===== config.mk =====
export PLATFORM = sky130hd
export DESIGN_NAME = swm_cell
export DESIGN_NICKNAME = d
export VERILOG_FILES = /design/src/rtl/swm_pkg.sv /design/src/rtl/swm_cell.sv
export SDC_FILE = /design/constraint.sdc
export NUM_CORES = 1
export LEC_CHECK = 0
export ABC_AREA = 1
export ABC_CLOCK_PERIOD_IN_PS = 5300
export BUFFER_PORTS_ARGS = -buffer_cell sky130_fd_sc_hd__buf_2
export CELL_PAD_IN_SITES_DETAIL_PLACEMENT = 1
export CELL_PAD_IN_SITES_GLOBAL_PLACEMENT = 2
export CORE_ASPECT_RATIO = 1.2
export CORE_MARGIN = 2
export CORE_UTILIZATION = 24
export DETAILED_ROUTE_END_ITERATION = 12
export HOLD_SLACK_MARGIN = 0.08
export PLACE_DENSITY = 0.77
export SLEW_MARGIN = 10
export SYNTH_ARGS = -nofsm -noshare
export SYNTH_HDL_FRONTEND = slang
export SYNTH_SLANG_ARGS = --single-unit

===== constraint.sdc =====
create_clock -name clock -period 5.3 [get_ports clock]
set_input_delay 0.53 -clock clock [delete_from_list [all_inputs] [get_ports clock]]
set_output_delay 0.53 -clock clock [all_outputs]
set_load 0.02 [all_outputs]

===== src/rtl/swm_pkg.sv =====
// Shared types and constants for the sliding window median unit.
`default_nettype none
package swm_pkg;

   localparam int WINDOW_MAX_DEFAULT   = 64;
   localparam int SAMPLE_WIDTH_DEFAULT = 32;
   localparam int CSR_WIDTH            = 7;
   localparam logic [CSR_WIDTH-1:0] WINDOW_SIZE_RESET = 7'd3;

   typedef struct packed {
      logic live;
      logic le;
      logic rge;
      logic del;
   } swm_flags_type;

   typedef enum logic {
      SWM_IDLE,
      SWM_EMIT
   } swm_state_type;

endpackage
`default_nettype wire


===== src/rtl/swm_cell.sv =====
// One cell of the sorted window chain: holds a sample and its age.
`default_nettype none
module swm_cell
   import swm_pkg::*;
#(
   parameter int SAMPLE_WIDTH = SAMPLE_WIDTH_DEFAULT,
   parameter int AGE_W        = 6,
   parameter bit FIRST        = 1'b0
) (
   input  wire logic                           clock,
   input  wire logic                           reset,
   input  wire logic                           clear,
   input  wire logic                           step,
   input  wire logic                           start,
   input  wire logic                           full,
   input  wire logic [AGE_W-1:0]               oldest_age,
   input  wire logic signed [SAMPLE_WIDTH-1:0] new_value,
   input  wire logic signed [SAMPLE_WIDTH-1:0] old_value,
   input  wire swm_flags_type                  left_flags,
   input  wire logic signed [SAMPLE_WIDTH-1:0] left_value,
   input  wire logic [AGE_W-1:0]               left_age,
   input  wire swm_flags_type                  right_flags,
   input  wire logic signed [SAMPLE_WIDTH-1:0] right_value,
   input  wire logic [AGE_W-1:0]               right_age,
   output swm_flags_type                       flags,
   output logic signed [SAMPLE_WIDTH-1:0]      value,
   output logic [AGE_W-1:0]                    age,
   output logic                                valid
);

   logic                           valid_ff, valid_in;
   logic signed [SAMPLE_WIDTH-1:0] value_ff, value_in;
   logic [AGE_W-1:0]               age_ff, age_in;
   logic                           valid_eff;
   logic                           x_le;
   logic signed [SAMPLE_WIDTH-1:0] x_value;
   logic [AGE_W-1:0]               x_age;
   logic                           y_le, y_live;
   logic signed [SAMPLE_WIDTH-1:0] y_value;
   logic [AGE_W-1:0]               y_age;

   // local view: removal of the oldest entry and placement against the new sample
   always_comb begin
      valid_eff  = valid_ff && !start;
      flags.del  = full && valid_eff && (age_ff == oldest_age);
      flags.live = valid_eff && !flags.del;
      flags.le   = flags.live && (value_ff <= new_value);
      flags.rge  = !full || (flags.live && (value_ff < old_value));
   end

   // X: entry j after removal, Y: entry j-1 after removal
   always_comb begin
      x_le    = flags.rge ? flags.le : right_flags.le;
      x_value = flags.rge ? value_ff : right_value;
      x_age   = flags.rge ? age_ff   : right_age;
      y_le    = left_flags.rge ? left_flags.le   : flags.le;
      y_live  = left_flags.rge ? left_flags.live : flags.live;
      y_value = left_flags.rge ? left_value      : value_ff;
      y_age   = left_flags.rge ? left_age        : age_ff;
      priority if (x_le) begin
         valid_in = 1'b1;
         value_in = x_value;
         age_in   = x_age + 1'b1;
      end else if (FIRST || y_le) begin
         valid_in = 1'b1;
         value_in = new_value;
         age_in   = '0;
      end else begin
         valid_in = y_live;
         value_in = y_value;
         age_in   = y_age + 1'b1;
      end
   end

   always_ff @(posedge clock) begin
      if (reset || clear) begin
         valid_ff <= 1'b0;
      end else if (step) begin
         valid_ff <= valid_in;
      end
   end

   always_ff @(posedge clock) begin
      if (step) begin
         value_ff <= value_in;
         age_ff   <= age_in;
      end
   end

   assign value = value_ff;
   assign age   = age_ff;
   assign valid = valid_ff;

endmodule
`default_nettype wire


==> results.cfg <==
[synthesis]
synth.top_cells.by_count = nand2_1, inv_1, ha_1, edfxtp_1, a21oi_1
seq_area_frac_synth_pct = 27.4
synth_cells = 591
syn_nets = 816
synth_area_sq_um = 4240
syn_avg_cell_area_sq_um = 7.17
synth.yosys.warnings = 0
yosysMostFrequentCell = nand2_1
synth_top_area_share_pct = 26.9
ys_ff_latch = 39
yosys-top-cells-area = edfxtp_1, ha_1, nand2_1, inv_1, a21oi_1
yosys.cell_types.count = 38
synth_edf_count = 38
synth-async-reset-ratio_pct = 0
synth_top_area_cell = edfxtp_1
synth_flop_cell = edfxtp_1

[drt]
routedWlPerCell_microns = 13.6
drt-vias-per-instance = 4.38
drt_wl_total_mm = 13.7
postRouteAntennaNets = 0
dr_total_vias = 4390
drt_iter0_markers = 117
drc = 0
first_pass_iters = 4

[floorplanning]
die_w_microns = 125
start_util_pct = 24.3
io_pins = 203
core_area_sq_um = 17400
dieArea_sq_um = 18700
fp.dieH_microns = 150
rows = 53

[finish]
nets = 1007
diodes = 0
area_growth_pct = 31.0
final_util_pct = 31.8
nFillCells = 2284
fin_cells = 1003
drive_above_1_share_pct = 30.8

[critical_path]
worstPathRequired_ns = 5.27
worstSetupEndpointType = flip-flop
crit_arrival_ns = 3.34
cp_top_family = simple AND/OR/NAND/NOR gates
crit_chain = ha_1 -> nand2_1 -> nor2_1 -> nand4_1 -> nor4_2 -> nand2_1 -> nand3_1 -> nand3_2 -> nand2_2 -> inv_2 -> nand2_4 -> nand2_1 -> a31oi_4 -> buf_4
crit_slowest_cell = a31oi_4
start_kind = flip-flop
cpMostUsedCell = nand2_1
crit_fanout = 17
critical_path_class = flip-flop to flip-flop
max_stage_delay_ns = 0.56
worst-path-buf-inv = 2

[grt]
first_global_vias = 4576
grt_max_degree = 65
overflow = 0
grt_pass1_wl_mm = 22.2
antenna_found_initial = 0
track_usage_pct = 14.5

[placement]
hpwlAfterDp_mm = 11.4
io_buffers = 198
dpl.cell_count = 995
gp_congestion = 0.733

[pwr]
finalPower_mw = 1.09
leakage_nw = 3.10
power.density_nw_per_um2 = 196
peakVddDrop_v = 0.000105

[sta]
finClkSkew_ns = 0.00607
slew_headroom_pct = 55.7
slew_violations = 0
setup_violations = 0
tightest_slew_ns = 0.664
hold_viol = 0
period_minus_slack_ns = 3.37
tns_ns = 0
rsz0062_at_grt = false
whs_ns = 0.507
fmax_mhz = 297
min_period_over_period_pct = 63.6

[job]
maxCapViolations = 0

[cts]
cts.clk_slew.worst_paths_ns = 0.07
worstSkewPairLatency_ns = 0.28
post_cts_resize_count = 0
cts_buffer_depth = 2
postCtsSetupBuffers = 0
ctsHtreeMaxLevel = 2
cts-root-buf = clkbuf_16
cts_tree = yes
cts_hold_buffers = 0
cts_buffers = 5
cts.sinks = 39

[run_status]
status = finished clean

[min_path]
hp-class = primary input to flip-flop
-- state kept, by name, summed over array words and instances (netlist names) --
register / flops
age: 6
valid: 1
value: 32
-- routing by layer --
metal	global-route usage [%]	up-vias	wire, microns
li1	-	2302	-
met1	17.1	1985	5790
met2	28.2	98	7210
met3	2.54	5	610
met4	2.00	0	73
met5	0	-	0
-- worst min-delay path: stages --
cell and delay, ns:
buf_2 0.08, nor2_1 0.03, o21ai_0 0.06, nor2_1 0.05
-- kinds of logic (layout without fill, tap and decap cells) --
logic type               count (synthesis)  in the layout  share of synthesized area [%]
AO/OA/AOI/OAI                           91             91                           11.3
multiplexers                             1              1                          0.236
flip-flops                              39             39                           27.4
buffers and inverters                  104            296                           10.5
adder cells (fa/ha/maj)                 65             65                           19.2
AND/OR/NAND/NOR                        284            284                           29.9
XOR/XNOR                                 7              7                           1.45
-- metrics by stage --
step	area (sq um)	setup WS [ns]
finish	5550	1.93
global route	5550	1.52
CTS	5550	1.73
detailed placement	5420	1.54
global placement	5420	1.57
floorplan	4240	1.34
-- power breakdown --
group,leakage (nW),internal [mW],switching [mW]
logic,2.66,0.157,0.232
clock network,0.0659,0.172,0.131
registers,0.377,0.375,0.0239
-- cell usage in the layout, fill, tap and decap left out, types with 2 or more instances in the layout --
| cell type | count |
|---|---|
| nand3_1 | 20 |
| nor4_2 | 2 |
| clkbuf_16 | 5 |
| or2_2 | 4 |
| clkinv_1 | 2 |
| xnor2_1 | 4 |
| nand2_4 | 4 |
| ha_1 | 65 |
| buf_2 | 198 |
| o21ai_0 | 32 |
| nand2_2 | 14 |
| inv_2 | 4 |
| nand2_1 | 204 |
| o21ai_1 | 18 |
| xor2_1 | 3 |
| nand4_1 | 6 |
| o21a_1 | 2 |
| edfxtp_1 | 38 |
| inv_1 | 84 |
| nor2_1 | 18 |
| nor3_1 | 5 |
| a21oi_1 | 33 |
-- cell type report --
class	count	area, sq um	share of cell area, %
multi-input cells	448	2650	47.6
clock inverters	2	7.51	0.135
inverters	89	337	6.06
clock buffers	6	129	2.32
flip-flops and latches	39	1160	20.9
repair buffers	199	998	18.0
well taps	220	275	4.96
-- path summary, 6_finish.rpt --
| kind | start | to | slack (ns) | cells after the start |
|---|---|---|---|---|
| max | value[25]$_DFFE_PP_ | value[12]$_DFFE_PP_ | 1.93 | 14 |
| min | reset | valid$_SDFFE_PP0P_ | 0.51 | 4 |
| max reg2reg | value[25]$_DFFE_PP_ | value[12]$_DFFE_PP_ | 1.93 | 14 |
| min reg2reg | valid$_SDFFE_PP0P_ | valid$_SDFFE_PP0P_ | 0.56 | 2 |
Note: power is estimated with default switching activity, not from simulation.
